--- src/hdl/ssw_pkg.sv ---
// Shared types, constants and tables for the waveform generator
package ssw_pkg;

  // Default build parameters
  localparam int FRACTION_BITS_DEF = 8;
  localparam int CORDIC_STEPS_DEF  = 16;

  // Datapath widths
  localparam int DIV_W  = 48;   // dividend / quotient of the serial divider
  localparam int DVS_W  = 17;   // divisor and remainder
  localparam int WORK_W = 36;   // CORDIC x and y, Q24
  localparam int Z_W    = 34;   // CORDIC angle, turns scaled by 2^32
  localparam int SAMP_W = 17;   // output sample
  localparam int DIV_STEPS = DIV_W;

  // round(2^32 / (2*pi)) and CORDIC gain in Q24
  localparam logic [29:0] INV_TWO_PI = 30'd683565276;
  localparam logic [23:0] GAIN_Q24   = 24'd10188014;

  // Waveform kind codes on the input word
  localparam logic [1:0] KIND_SINE     = 2'd0;
  localparam logic [1:0] KIND_SQUARE   = 2'd1;
  localparam logic [1:0] KIND_TRIANGLE = 2'd2;
  localparam logic [1:0] KIND_NONE     = 2'd3;

  // Register indexes on the configuration port
  localparam logic [1:0] REG_AMPLITUDE = 2'd0;
  localparam logic [1:0] REG_SINE_TC   = 2'd1;
  localparam logic [1:0] REG_SQUARE_P  = 2'd2;
  localparam logic [1:0] REG_TRI_P     = 2'd3;

  // Register reset values
  localparam logic [7:0]  AMPLITUDE_RST = 8'd50;
  localparam logic [15:0] SINE_TC_RST   = 16'd2000;
  localparam logic [15:0] SQUARE_P_RST  = 16'd12000;
  localparam logic [15:0] TRI_P_RST     = 16'd12000;

  // Which result the final stage forms
  typedef enum logic [1:0] {
    RES_ZERO   = 2'd0,
    RES_SINE   = 2'd1,
    RES_SQUARE = 2'd2,
    RES_TRI    = 2'd3
  } res_sel_t;

  // Configuration register contents
  typedef struct packed {
    logic [7:0]  amplitude;
    logic [15:0] sine_tc;
    logic [15:0] square_p;
    logic [15:0] tri_p;
  } ssw_cfg_t;

  // Commands from controller to datapath
  typedef struct packed {
    logic     div_load_t;    // load divider with time / divisor of the kind
    logic     div_load_tri;  // load divider with triangle numerator / 2P
    logic     div_step;      // one quotient bit
    logic     mul_lo;        // low partial product of the phase multiply
    logic     mul_hi;        // high partial product
    logic     cordic_init;   // form phase, fold, seed x y z
    logic     cordic_step;   // one rotation
    logic     tri_mul;       // amplitude * |P - 2r|
    logic     finish;        // form, clamp and register the sample
    res_sel_t res_sel;
    logic [4:0] step;        // rotation index
  } ssw_cmd_t;

  // Status from datapath to controller
  typedef struct packed {
    logic [1:0] kind;
    logic       zero;        // unused kind or zero divisor: sample is 0
  } ssw_stat_t;

  // Arctangent of 2^-i in turns scaled by 2^32
  function automatic logic [29:0] atan_turn(input logic [4:0] idx);
    logic [29:0] v;
    case (idx)
      5'd0:  v = 30'd536870912;
      5'd1:  v = 30'd316933406;
      5'd2:  v = 30'd167458907;
      5'd3:  v = 30'd85004756;
      5'd4:  v = 30'd42667331;
      5'd5:  v = 30'd21354465;
      5'd6:  v = 30'd10679838;
      5'd7:  v = 30'd5340245;
      5'd8:  v = 30'd2670163;
      5'd9:  v = 30'd1335087;
      5'd10: v = 30'd667544;
      5'd11: v = 30'd333772;
      5'd12: v = 30'd166886;
      5'd13: v = 30'd83443;
      5'd14: v = 30'd41722;
      5'd15: v = 30'd20861;
      5'd16: v = 30'd10430;
      5'd17: v = 30'd5215;
      5'd18: v = 30'd2608;
      5'd19: v = 30'd1304;
      5'd20: v = 30'd652;
      5'd21: v = 30'd326;
      5'd22: v = 30'd163;
      5'd23: v = 30'd81;
      default: v = '0;
    endcase
    return v;
  endfunction

endpackage

--- src/hdl/ssw_cfg.sv ---
// Configuration registers behind the APB-style port
module ssw_cfg (
  input  logic                clk,
  input  logic                rst_n,
  input  logic                psel,
  input  logic                penable,
  input  logic                pwrite,
  input  logic [3:0]          paddr,
  input  logic [31:0]         pwdata,
  output logic [31:0]         prdata,
  output ssw_pkg::ssw_cfg_t   cfg
);

  ssw_pkg::ssw_cfg_t cfg_r;
  ssw_pkg::ssw_cfg_t cfg_nxt;
  logic              wr_en;

  // pready is tied high, so the access phase always completes
  assign wr_en = psel && penable && pwrite;

  // Write decode, value masked to the register width
  always_comb begin
    cfg_nxt = cfg_r;
    if (wr_en) begin
      case (paddr[3:2])
        ssw_pkg::REG_AMPLITUDE: cfg_nxt.amplitude = pwdata[7:0];
        ssw_pkg::REG_SINE_TC:   cfg_nxt.sine_tc   = pwdata[15:0];
        ssw_pkg::REG_SQUARE_P:  cfg_nxt.square_p  = pwdata[15:0];
        ssw_pkg::REG_TRI_P:     cfg_nxt.tri_p     = pwdata[15:0];
        default:                cfg_nxt = cfg_r;
      endcase
    end
  end

  always_ff @(posedge clk) begin
    if (!rst_n) begin
      cfg_r.amplitude <= ssw_pkg::AMPLITUDE_RST;
      cfg_r.sine_tc   <= ssw_pkg::SINE_TC_RST;
      cfg_r.square_p  <= ssw_pkg::SQUARE_P_RST;
      cfg_r.tri_p     <= ssw_pkg::TRI_P_RST;
    end else begin
      cfg_r <= cfg_nxt;
    end
  end

  // Read mux
  always_comb begin
    case (paddr[3:2])
      ssw_pkg::REG_AMPLITUDE: prdata = {24'd0, cfg_r.amplitude};
      ssw_pkg::REG_SINE_TC:   prdata = {16'd0, cfg_r.sine_tc};
      ssw_pkg::REG_SQUARE_P:  prdata = {16'd0, cfg_r.square_p};
      ssw_pkg::REG_TRI_P:     prdata = {16'd0, cfg_r.tri_p};
      default:                prdata = '0;
    endcase
  end

  assign cfg = cfg_r;

endmodule

--- src/hdl/ssw_div.sv ---
// Restoring divider, one quotient bit per step
module ssw_div (
  input  logic                        clk,
  input  logic                        load,
  input  logic                        step,
  input  logic [ssw_pkg::DIV_W-1:0]   dividend,
  input  logic [ssw_pkg::DVS_W-1:0]   divisor,
  output logic [ssw_pkg::DIV_W-1:0]   quo,
  output logic [ssw_pkg::DVS_W-1:0]   rem
);

  logic [ssw_pkg::DIV_W-1:0] quo_r, quo_nxt;
  logic [ssw_pkg::DVS_W-1:0] rem_r, rem_nxt;
  logic [ssw_pkg::DVS_W-1:0] dvs_r, dvs_nxt;
  logic [ssw_pkg::DVS_W:0]   trial;
  logic                      ge;

  // Shift in the next dividend bit, subtract where it fits
  always_comb begin
    trial   = {rem_r, quo_r[ssw_pkg::DIV_W-1]};
    ge      = trial >= {1'b0, dvs_r};
    quo_nxt = quo_r;
    rem_nxt = rem_r;
    dvs_nxt = dvs_r;
    if (load) begin
      quo_nxt = dividend;
      rem_nxt = '0;
      dvs_nxt = divisor;
    end else if (step) begin
      quo_nxt = {quo_r[ssw_pkg::DIV_W-2:0], ge};
      rem_nxt = ge ? ssw_pkg::DVS_W'(trial - {1'b0, dvs_r})
                   : trial[ssw_pkg::DVS_W-1:0];
    end
  end

  always_ff @(posedge clk) begin
    quo_r <= quo_nxt;
    rem_r <= rem_nxt;
    dvs_r <= dvs_nxt;
  end

  assign quo = quo_r;
  assign rem = rem_r;

endmodule

--- src/hdl/ssw_dp.sv ---
// Datapath: divider, phase multiply, CORDIC, triangle scaling, clamp
module ssw_dp #(
  parameter int FRACTION_BITS = ssw_pkg::FRACTION_BITS_DEF
) (
  input  logic                              clk,
  input  ssw_pkg::ssw_cfg_t                 cfg,
  input  logic [1:0]                        in_kind,
  input  logic [31:0]                       in_time_ticks,
  input  ssw_pkg::ssw_cmd_t                 cmd,
  output ssw_pkg::ssw_stat_t                stat,
  output logic signed [ssw_pkg::SAMP_W-1:0] out_sample
);

  localparam int SW         = 50;
  localparam int INV_W      = 30;
  localparam int SINE_SHIFT = 24 - FRACTION_BITS;
  localparam logic signed [ssw_pkg::WORK_W-1:0] SINE_BIAS =
    ssw_pkg::WORK_W'(1) <<< (SINE_SHIFT - 1);
  localparam logic signed [SW-1:0] SAT_HI = 50'sd65535;
  localparam logic signed [SW-1:0] SAT_LO = -50'sd65536;

  // Divider hookup
  logic [ssw_pkg::DIV_W-1:0] div_dvd;
  logic [ssw_pkg::DVS_W-1:0] div_dvs;
  logic [ssw_pkg::DIV_W-1:0] quo;
  logic [ssw_pkg::DVS_W-1:0] rem;

  // Phase multiply
  logic [23:0] mul_a;
  logic [53:0] mul_p;
  logic [53:0] p0_r;
  logic [23:0] p1_r;
  logic [47:0] phase_sum;
  logic [31:0] phase;
  logic [31:0] phase_f;

  // CORDIC
  logic signed [ssw_pkg::WORK_W-1:0] x_r, y_r, x_sh, y_sh;
  logic signed [ssw_pkg::Z_W-1:0]    z_r, atan_v;
  logic [31:0]                       x_seed;

  // Triangle
  logic [16:0] r2, d, p17;
  logic [24:0] prod_r;
  logic [ssw_pkg::DIV_W-1:0] tri_num;

  // Final stage
  logic signed [ssw_pkg::WORK_W-1:0] y_rnd;
  logic signed [SW-1:0] peak, neg_peak, s_raw, s_pk, s_sat;
  logic [16:0] sq_r2;
  logic signed [ssw_pkg::SAMP_W-1:0] sample_r;

  // Status: zero result for the unused kind or a zero divisor
  always_comb begin
    stat.kind = in_kind;
    case (in_kind)
      ssw_pkg::KIND_SINE:     stat.zero = (cfg.sine_tc == '0);
      ssw_pkg::KIND_SQUARE:   stat.zero = (cfg.square_p == '0);
      ssw_pkg::KIND_TRIANGLE: stat.zero = (cfg.tri_p == '0);
      default:                stat.zero = 1'b1;
    endcase
  end

  // Divider operands: time word at accept, triangle numerator later
  always_comb begin
    tri_num = ({23'd0, prod_r} << (FRACTION_BITS + 1)) + {32'd0, cfg.tri_p};
    if (cmd.div_load_tri) begin
      div_dvd = tri_num;
      div_dvs = {cfg.tri_p, 1'b0};
    end else begin
      case (in_kind)
        ssw_pkg::KIND_SINE: begin
          div_dvd = {in_time_ticks, 16'd0};
          div_dvs = {1'b0, cfg.sine_tc};
        end
        ssw_pkg::KIND_SQUARE: begin
          div_dvd = {16'd0, in_time_ticks};
          div_dvs = {1'b0, cfg.square_p};
        end
        default: begin
          div_dvd = {16'd0, in_time_ticks};
          div_dvs = {1'b0, cfg.tri_p};
        end
      endcase
    end
  end

  ssw_div u_div (
    .clk      (clk),
    .load     (cmd.div_load_t || cmd.div_load_tri),
    .step     (cmd.div_step),
    .dividend (div_dvd),
    .divisor  (div_dvs),
    .quo      (quo),
    .rem      (rem)
  );

  // Quotient times 1/(2 pi) in two 24-bit halves, low half then high half
  assign mul_a = cmd.mul_hi ? quo[47:24] : quo[23:0];
  assign mul_p = mul_a * INV_W'(ssw_pkg::INV_TWO_PI);

  always_ff @(posedge clk) begin
    if (cmd.mul_lo) p0_r <= mul_p;
    if (cmd.mul_hi) p1_r <= mul_p[23:0];
  end

  // Phase in turns, folded into a quarter turn either side of zero
  always_comb begin
    phase_sum = p0_r[47:0] + {p1_r, 24'd0};
    phase     = phase_sum[47:16];
    phase_f   = phase;
    if (((phase + 32'h4000_0000) & 32'h8000_0000) != 32'd0) begin
      phase_f = 32'h8000_0000 - phase;
    end
  end

  assign x_seed = cfg.amplitude * ssw_pkg::GAIN_Q24;

  // One rotation per step
  assign x_sh   = x_r >>> cmd.step;
  assign y_sh   = y_r >>> cmd.step;
  assign atan_v = $signed({4'd0, ssw_pkg::atan_turn(cmd.step)});

  always_ff @(posedge clk) begin
    if (cmd.cordic_init) begin
      x_r <= $signed({4'd0, x_seed});
      y_r <= '0;
      z_r <= $signed({{2{phase_f[31]}}, phase_f});
    end else if (cmd.cordic_step) begin
      if (!z_r[ssw_pkg::Z_W-1]) begin
        x_r <= x_r - y_sh;
        y_r <= y_r + x_sh;
        z_r <= z_r - atan_v;
      end else begin
        x_r <= x_r + y_sh;
        y_r <= y_r - x_sh;
        z_r <= z_r + atan_v;
      end
    end
  end

  // Triangle: amplitude * |P - 2r|
  always_comb begin
    r2  = {rem[15:0], 1'b0};
    p17 = {1'b0, cfg.tri_p};
    d   = (r2 >= p17) ? r2 - p17 : p17 - r2;
  end

  always_ff @(posedge clk) begin
    if (cmd.tri_mul) prod_r <= cfg.amplitude * d;
  end

  // Result select, clamp to the peak, saturate to the sample width
  always_comb begin
    y_rnd    = (y_r + SINE_BIAS) >>> SINE_SHIFT;
    peak     = $signed({42'd0, cfg.amplitude} << FRACTION_BITS);
    neg_peak = -peak;
    sq_r2    = {rem[15:0], 1'b0};
    case (cmd.res_sel)
      ssw_pkg::RES_SINE:   s_raw = {{(SW - ssw_pkg::WORK_W){y_rnd[ssw_pkg::WORK_W-1]}},
                                    y_rnd};
      ssw_pkg::RES_SQUARE: s_raw = (sq_r2 < {1'b0, cfg.square_p}) ? peak : neg_peak;
      ssw_pkg::RES_TRI:    s_raw = $signed({2'd0, quo});
      default:             s_raw = '0;
    endcase
    s_pk = s_raw;
    if (s_pk > peak)     s_pk = peak;
    if (s_pk < neg_peak) s_pk = neg_peak;
    s_sat = s_pk;
    if (s_sat > SAT_HI) s_sat = SAT_HI;
    if (s_sat < SAT_LO) s_sat = SAT_LO;
  end

  always_ff @(posedge clk) begin
    if (cmd.finish) sample_r <= s_sat[ssw_pkg::SAMP_W-1:0];
  end

  assign out_sample = sample_r;

endmodule

--- src/hdl/ssw_ctrl.sv ---
// Controller: sequences divide, multiply, CORDIC and output strobe
module ssw_ctrl #(
  parameter int CORDIC_STEPS = ssw_pkg::CORDIC_STEPS_DEF
) (
  input  logic               clk,
  input  logic               rst_n,
  input  logic               start,
  input  ssw_pkg::ssw_stat_t stat,
  output ssw_pkg::ssw_cmd_t  cmd,
  output logic               busy,
  output logic               out_valid
);

  typedef enum logic [9:0] {
    ST_IDLE     = 10'b00_0000_0001,
    ST_DIV      = 10'b00_0000_0010,
    ST_MUL_LO   = 10'b00_0000_0100,
    ST_MUL_HI   = 10'b00_0000_1000,
    ST_CINIT    = 10'b00_0001_0000,
    ST_CORDIC   = 10'b00_0010_0000,
    ST_TRI_MUL  = 10'b00_0100_0000,
    ST_TRI_LOAD = 10'b00_1000_0000,
    ST_TRI_DIV  = 10'b01_0000_0000,
    ST_FIN      = 10'b10_0000_0000
  } state_t;

  localparam logic [5:0] DIV_LAST    = 6'(ssw_pkg::DIV_STEPS - 1);
  localparam logic [5:0] CORDIC_LAST = 6'(CORDIC_STEPS - 1);

  state_t            state_r, state_nxt;
  logic [5:0]        cnt_r, cnt_nxt;
  ssw_pkg::res_sel_t sel_r, sel_nxt;
  logic              valid_r, valid_nxt;

  // Next state and commands
  always_comb begin
    state_nxt   = state_r;
    cnt_nxt     = cnt_r;
    sel_nxt     = sel_r;
    valid_nxt   = 1'b0;
    cmd         = '0;
    cmd.res_sel = sel_r;
    cmd.step    = cnt_r[4:0];
    case (state_r)
      ST_IDLE: begin
        if (start) begin
          if (stat.zero) begin
            sel_nxt   = ssw_pkg::RES_ZERO;
            state_nxt = ST_FIN;
          end else begin
            cmd.div_load_t = 1'b1;
            cnt_nxt        = '0;
            state_nxt      = ST_DIV;
            case (stat.kind)
              ssw_pkg::KIND_SINE:   sel_nxt = ssw_pkg::RES_SINE;
              ssw_pkg::KIND_SQUARE: sel_nxt = ssw_pkg::RES_SQUARE;
              default:              sel_nxt = ssw_pkg::RES_TRI;
            endcase
          end
        end
      end
      ST_DIV: begin
        cmd.div_step = 1'b1;
        cnt_nxt      = cnt_r + 6'd1;
        if (cnt_r == DIV_LAST) begin
          cnt_nxt = '0;
          case (sel_r)
            ssw_pkg::RES_SINE:   state_nxt = ST_MUL_LO;
            ssw_pkg::RES_SQUARE: state_nxt = ST_FIN;
            default:             state_nxt = ST_TRI_MUL;
          endcase
        end
      end
      ST_MUL_LO: begin
        cmd.mul_lo = 1'b1;
        state_nxt  = ST_MUL_HI;
      end
      ST_MUL_HI: begin
        cmd.mul_hi = 1'b1;
        state_nxt  = ST_CINIT;
      end
      ST_CINIT: begin
        cmd.cordic_init = 1'b1;
        cnt_nxt         = '0;
        state_nxt       = ST_CORDIC;
      end
      ST_CORDIC: begin
        cmd.cordic_step = 1'b1;
        cnt_nxt         = cnt_r + 6'd1;
        if (cnt_r == CORDIC_LAST) begin
          cnt_nxt   = '0;
          state_nxt = ST_FIN;
        end
      end
      ST_TRI_MUL: begin
        cmd.tri_mul = 1'b1;
        state_nxt   = ST_TRI_LOAD;
      end
      ST_TRI_LOAD: begin
        cmd.div_load_tri = 1'b1;
        cnt_nxt          = '0;
        state_nxt        = ST_TRI_DIV;
      end
      ST_TRI_DIV: begin
        cmd.div_step = 1'b1;
        cnt_nxt      = cnt_r + 6'd1;
        if (cnt_r == DIV_LAST) begin
          cnt_nxt   = '0;
          state_nxt = ST_FIN;
        end
      end
      ST_FIN: begin
        cmd.finish = 1'b1;
        valid_nxt  = 1'b1;
        state_nxt  = ST_IDLE;
      end
      default: begin
        state_nxt = ST_IDLE;
      end
    endcase
  end

  always_ff @(posedge clk) begin
    if (!rst_n) begin
      state_r <= ST_IDLE;
      cnt_r   <= '0;
      sel_r   <= ssw_pkg::RES_ZERO;
      valid_r <= 1'b0;
    end else begin
      state_r <= state_nxt;
      cnt_r   <= cnt_nxt;
      sel_r   <= sel_nxt;
      valid_r <= valid_nxt;
    end
  end

  assign busy      = (state_r != ST_IDLE);
  assign out_valid = valid_r;

endmodule

--- src/hdl/sine_square_triangle_waveform.sv ---
// Channel   Direction  Ports                                  Handshake
// input     in         start, busy, in_kind, in_time_ticks    start && !busy
// result    out        out_valid, out_sample                  out_valid, one cycle
// config    in/out     psel, penable, pwrite, paddr, pwdata,  psel && penable &&
//                      prdata, pready                         pwrite && pready
//
// Sine runs the divider, phase multiply and CORDIC loop; square the divider
// alone; triangle the divider, amplitude multiply and divider again; an
// unused kind or zero divisor goes straight to the final state. The serial
// divider makes one quotient bit a cycle over 48 bits, the CORDIC loop one
// rotation a cycle. One word at a time: busy stays high until the cycle
// that carries the strobe. Synchronous reset restores the register defaults.
// The receiver cannot stall; out_sample holds each word until the next one.
module sine_square_triangle_waveform #(
  parameter int FRACTION_BITS = ssw_pkg::FRACTION_BITS_DEF,
  parameter int CORDIC_STEPS  = ssw_pkg::CORDIC_STEPS_DEF
) (
  input  logic                              clk,
  input  logic                              rst_n,
  input  logic                              start,
  output logic                              busy,
  input  logic [1:0]                        in_kind,
  input  logic [31:0]                       in_time_ticks,
  output logic                              out_valid,
  output logic signed [ssw_pkg::SAMP_W-1:0] out_sample,
  input  logic                              psel,
  input  logic                              penable,
  input  logic                              pwrite,
  input  logic [3:0]                        paddr,
  input  logic [31:0]                       pwdata,
  output logic [31:0]                       prdata,
  output logic                              pready
);

  ssw_pkg::ssw_cfg_t  cfg;
  ssw_pkg::ssw_cmd_t  cmd;
  ssw_pkg::ssw_stat_t stat;

  assign pready = 1'b1;

  ssw_cfg u_cfg (
    .clk     (clk),
    .rst_n   (rst_n),
    .psel    (psel),
    .penable (penable),
    .pwrite  (pwrite),
    .paddr   (paddr),
    .pwdata  (pwdata),
    .prdata  (prdata),
    .cfg     (cfg)
  );

  ssw_ctrl #(
    .CORDIC_STEPS (CORDIC_STEPS)
  ) u_ctrl (
    .clk       (clk),
    .rst_n     (rst_n),
    .start     (start),
    .stat      (stat),
    .cmd       (cmd),
    .busy      (busy),
    .out_valid (out_valid)
  );

  ssw_dp #(
    .FRACTION_BITS (FRACTION_BITS)
  ) u_dp (
    .clk           (clk),
    .cfg           (cfg),
    .in_kind       (in_kind),
    .in_time_ticks (in_time_ticks),
    .cmd           (cmd),
    .stat          (stat),
    .out_sample    (out_sample)
  );

endmodule

--- config.mk ---
export PLATFORM = sky130hd
export DESIGN_NAME = sine_square_triangle_waveform
export DESIGN_NICKNAME = d
export VERILOG_FILES = /design/src/hdl/ssw_pkg.sv /design/src/hdl/ssw_cfg.sv /design/src/hdl/ssw_div.sv /design/src/hdl/ssw_dp.sv /design/src/hdl/ssw_ctrl.sv /design/src/hdl/sine_square_triangle_waveform.sv
export SDC_FILE = /design/constraint.sdc
export NUM_CORES = 2
export LEC_CHECK = 0
export BUFFER_PORTS_ARGS = -buffer_cell sky130_fd_sc_hd__buf_2
export CAP_MARGIN = 20
export CORE_UTILIZATION = 48
export DETAILED_ROUTE_END_ITERATION = 6
export GPL_TIMING_DRIVEN = 1
export RECOVER_POWER = 25
export SYNTH_ARGS = -nofsm -noshare
export SYNTH_HDL_FRONTEND = slang
export SYNTH_SLANG_ARGS = --single-unit
--- constraint.sdc ---
create_clock -name clk -period 10.04 [get_ports clk]
set_input_delay 0.502 -clock clk [delete_from_list [all_inputs] [get_ports clk]]
set_output_delay 0.502 -clock clk [all_outputs]
set_load 0.01 [all_outputs]
==> reports/results.ini <==
[sta]
period_needed_ns = 9.484
worst_pin_slew_ns = 2.816
hold_viol_final = 0
slew_headroom_pct = -87.76
fmaxAchievable_mhz = 105.4
final.setup_skew_ns = 0.05154
layout_setup_ws_ns = 0.5561
finalSetupTns_ns = 0
fin_crit_sh_pct = 94.46
rsz0062_at_grt = false
drv_slew = 312
setup_viol = 0

[floorplanning]
start_util_pct = 48.38
core-area_um2 = 110700
dieHeight_um = 336.0
rows = 122
dieArea_um2 = 112900
ios = 128
die_x_um = 336.0

[cts]
postCtsSetupBuffers = 0
cts_sinks = 389
cts-root-buf = clkbuf_16
cts_buffer_depth = 3
clk_pin_slew_worst_paths_ns = 0.06
holdBufCountCts = 0
post_cts_resized = 0
htreeDepth = 2
cts_made_buffers = 50
clk_latency_ns = 0.68
cts_tree = done

[setup_path]
critPathLaunch = u_ctrl.state_r[1]
critPathMostFrequentCell = fa_1
worst_setup_path_start_kind = register
cp_max_fo = 27
worst_ep_arrival_time_ns = 9.87
crit_type = reg -> reg
crit_required_ns = 10.42
reg2reg_depth = 31
crit_slowest_cell = o21ai_0
crit-reg2reg-launch = u_ctrl.state_r[1]
reg2reg_to = u_dp.p0_r[47]
max_stage_delay_ns = 0.57
r2r_slack_ns = 0.56
crit_end = u_dp.p0_r[47]
end_kind = register

[grt]
track_usage_pct = 29.68
grt_max_degree = 110
grt_antenna_before_repair = 15
grt_pass1_vias = 43351
grt_overflow = 0
grt_pass1_wl_um = 258700

[synthesis]
synth.area.top_cells = fa_1 15%, ha_1 14%, edfxtp_1 13%, dfxtp_1 6.1%, inv_1 4.7%
synthesis.area_um2 = 53540
yosysWarnings = 0
synthMuxAreaShare_pct = 7.756
synthSimpleGateAreaFrac_pct = 14.24
async_flop_share_pct = 0
syn_avg_cell_area_um2 = 8.925
synth_common_cells = 677 x inv_1, 619 x ha_1, 589 x nand2_1
synth_top_family_by_area = adder cells
synth-edff-count = 226
synth_cell_types = 99
synth_top_area_share_pct = 14.51
ys_ff_latch = 389
synthAdderAreaFrac_pct = 28.97
syn_inst = 5999
ys.flop_type = edfxtp_1
synth_top_area_cell = fa_1
yosysMostFrequentCell = inv_1
ys_seq_area_share_pct = 18.77
synth_xor_area_share_pct = 6.184
synth_compound_area_share_pct = 17.00

[worst_hold_path]
min_from = pwdata[8]
min_path_type = in -> reg

[route]
wl_um = 169100
via_count = 45228
wire_per_inst_um = 22.50
vias_per_cell = 6.017
drt_iter0_drc = 3852
drc = 0
drtAntennaViolNets = 0
dr.pass1.iters = 6

[cells_and_area]
num-nets-final = 7064
drive_above_1_share_pct = 7.239
instances_no_fill = 7517
syn2layout_area_growth_pct = 6.703
design_area_um2 = 57130

[placement]
gp_congestion = 0.9809
dp.cells = 7413
dp_hpwl_um = 133300
placed_area_um2 = 55390
port-buffer-count = 92
post-place-ws_ns = 0.6130

[run_status]
violations = capacitance limit, slew limit
status = finished, violations left

[run]
cap_violations = 7

## per-stage QoR
step	util, %	hold slack [ns]
final	51.62	0.1246
after CTS	51.63	0.09051
after floorplan	-	0.4547
after detailed placement	50.05	0.4844
after global placement	50.05	0.4726
after global routing	51.61	0.1428
## kinds of logic after synthesis
group                    Yosys count
AO/OA/AOI/OAI                   1408
XOR/XNOR                         378
multiplexers                     271
AND/OR/NAND/NOR                 1599
other                              2
flip-flops                       389
buffers and inverters            945
adder cells (fa/ha/maj)         1007
## flip-flops by register name, indices dropped and copies added (netlist names), 22 cells and up
signal and flops:
u_dp.z_r 34, u_dp.y_r 36, u_dp.atan_v 30, u_cfg.cfg 56, u_dp.prod_r 25, u_dp.p0_r 32, u_dp.u_div.quo 48, u_dp.x_r 36
u_dp.p1_r 22
## layer usage
layer | vias up | GRT usage [%] | share of wire [%]
li1 | 21156 | - | -
met3 | 319 | 4.435 | 7.6
met4 | 16 | 10.95 | 3.8
met1 | 21976 | 41.20 | 44
met2 | 1761 | 46.76 | 45
met5 | - | 0 | 0.059
## final cells by class
| cell class | instances | area, um2 |
|---|---|---|
| diodes | 6 | 15.01 |
| clock buffers | 74 | 1515 |
| clock inverters | 20 | 242.7 |
| fillers | 10459 | 53540 |
| inverters | 686 | 2575 |
| multi-input cells | 4680 | 39810 |
| flip-flops and latches | 389 | 10060 |
| well taps | 1488 | 1862 |
| repair buffers | 174 | 1054 |
## placed cells by master, fill, tap and decap left out, drive strengths merged, types with 43 or more instances in the layout
cell,netlist,final
ha,619,619
clkbuf,189,111
mux2,48,48
o22ai,73,73
nand3,124,124
xor2,160,160
nor2b,47,47
a21o,113,113
o21a,65,65
nand2,589,589
edfxtp,226,226
nor3,86,86
o21ai,297,297
inv,682,684
and2,95,95
xnor2,218,218
a21oi,360,360
nor2,336,336
buf,70,137
a21boi,55,55
a31oi,53,53
fa,388,388
mux2i,119,119
o211ai,62,62
and3,54,54
nand2b,47,47
dfxtp,163,163
mux4,104,104
a211oi,50,50
nor4,43,43
## worst max-delay path: cells and delay by family, from the launching register on
kind,cells,cell delay [ns]
AND/OR/NAND/NOR,4,0.83
buffers and inverters,8,1.15
flip-flops,1,0.37
adder cells (fa/ha/maj),8,3.93
multiplexers,1,0.45
AO/OA/AOI/OAI,9,2.33
XOR/XNOR,1,0.13
## how the worst min path moves through the flow
stage | end | slack, ns | cells after the start
after floorplan | u_dp.y_r[0] | 0.45 | 2
after global placement | u_dp.y_r[0] | 0.47 | 2
after detailed placement | u_cfg.cfg[50] | 0.48 | 2
after CTS | u_cfg.cfg[40] | 0.09 | 3
after global routing | u_cfg.cfg[31] | 0.14 | 3
final | u_cfg.cfg[40] | 0.12 | 3
Power is left out: the tool's default activity adds up to more than one toggle a clock period on the data nets, which glitch-free logic cannot reach.
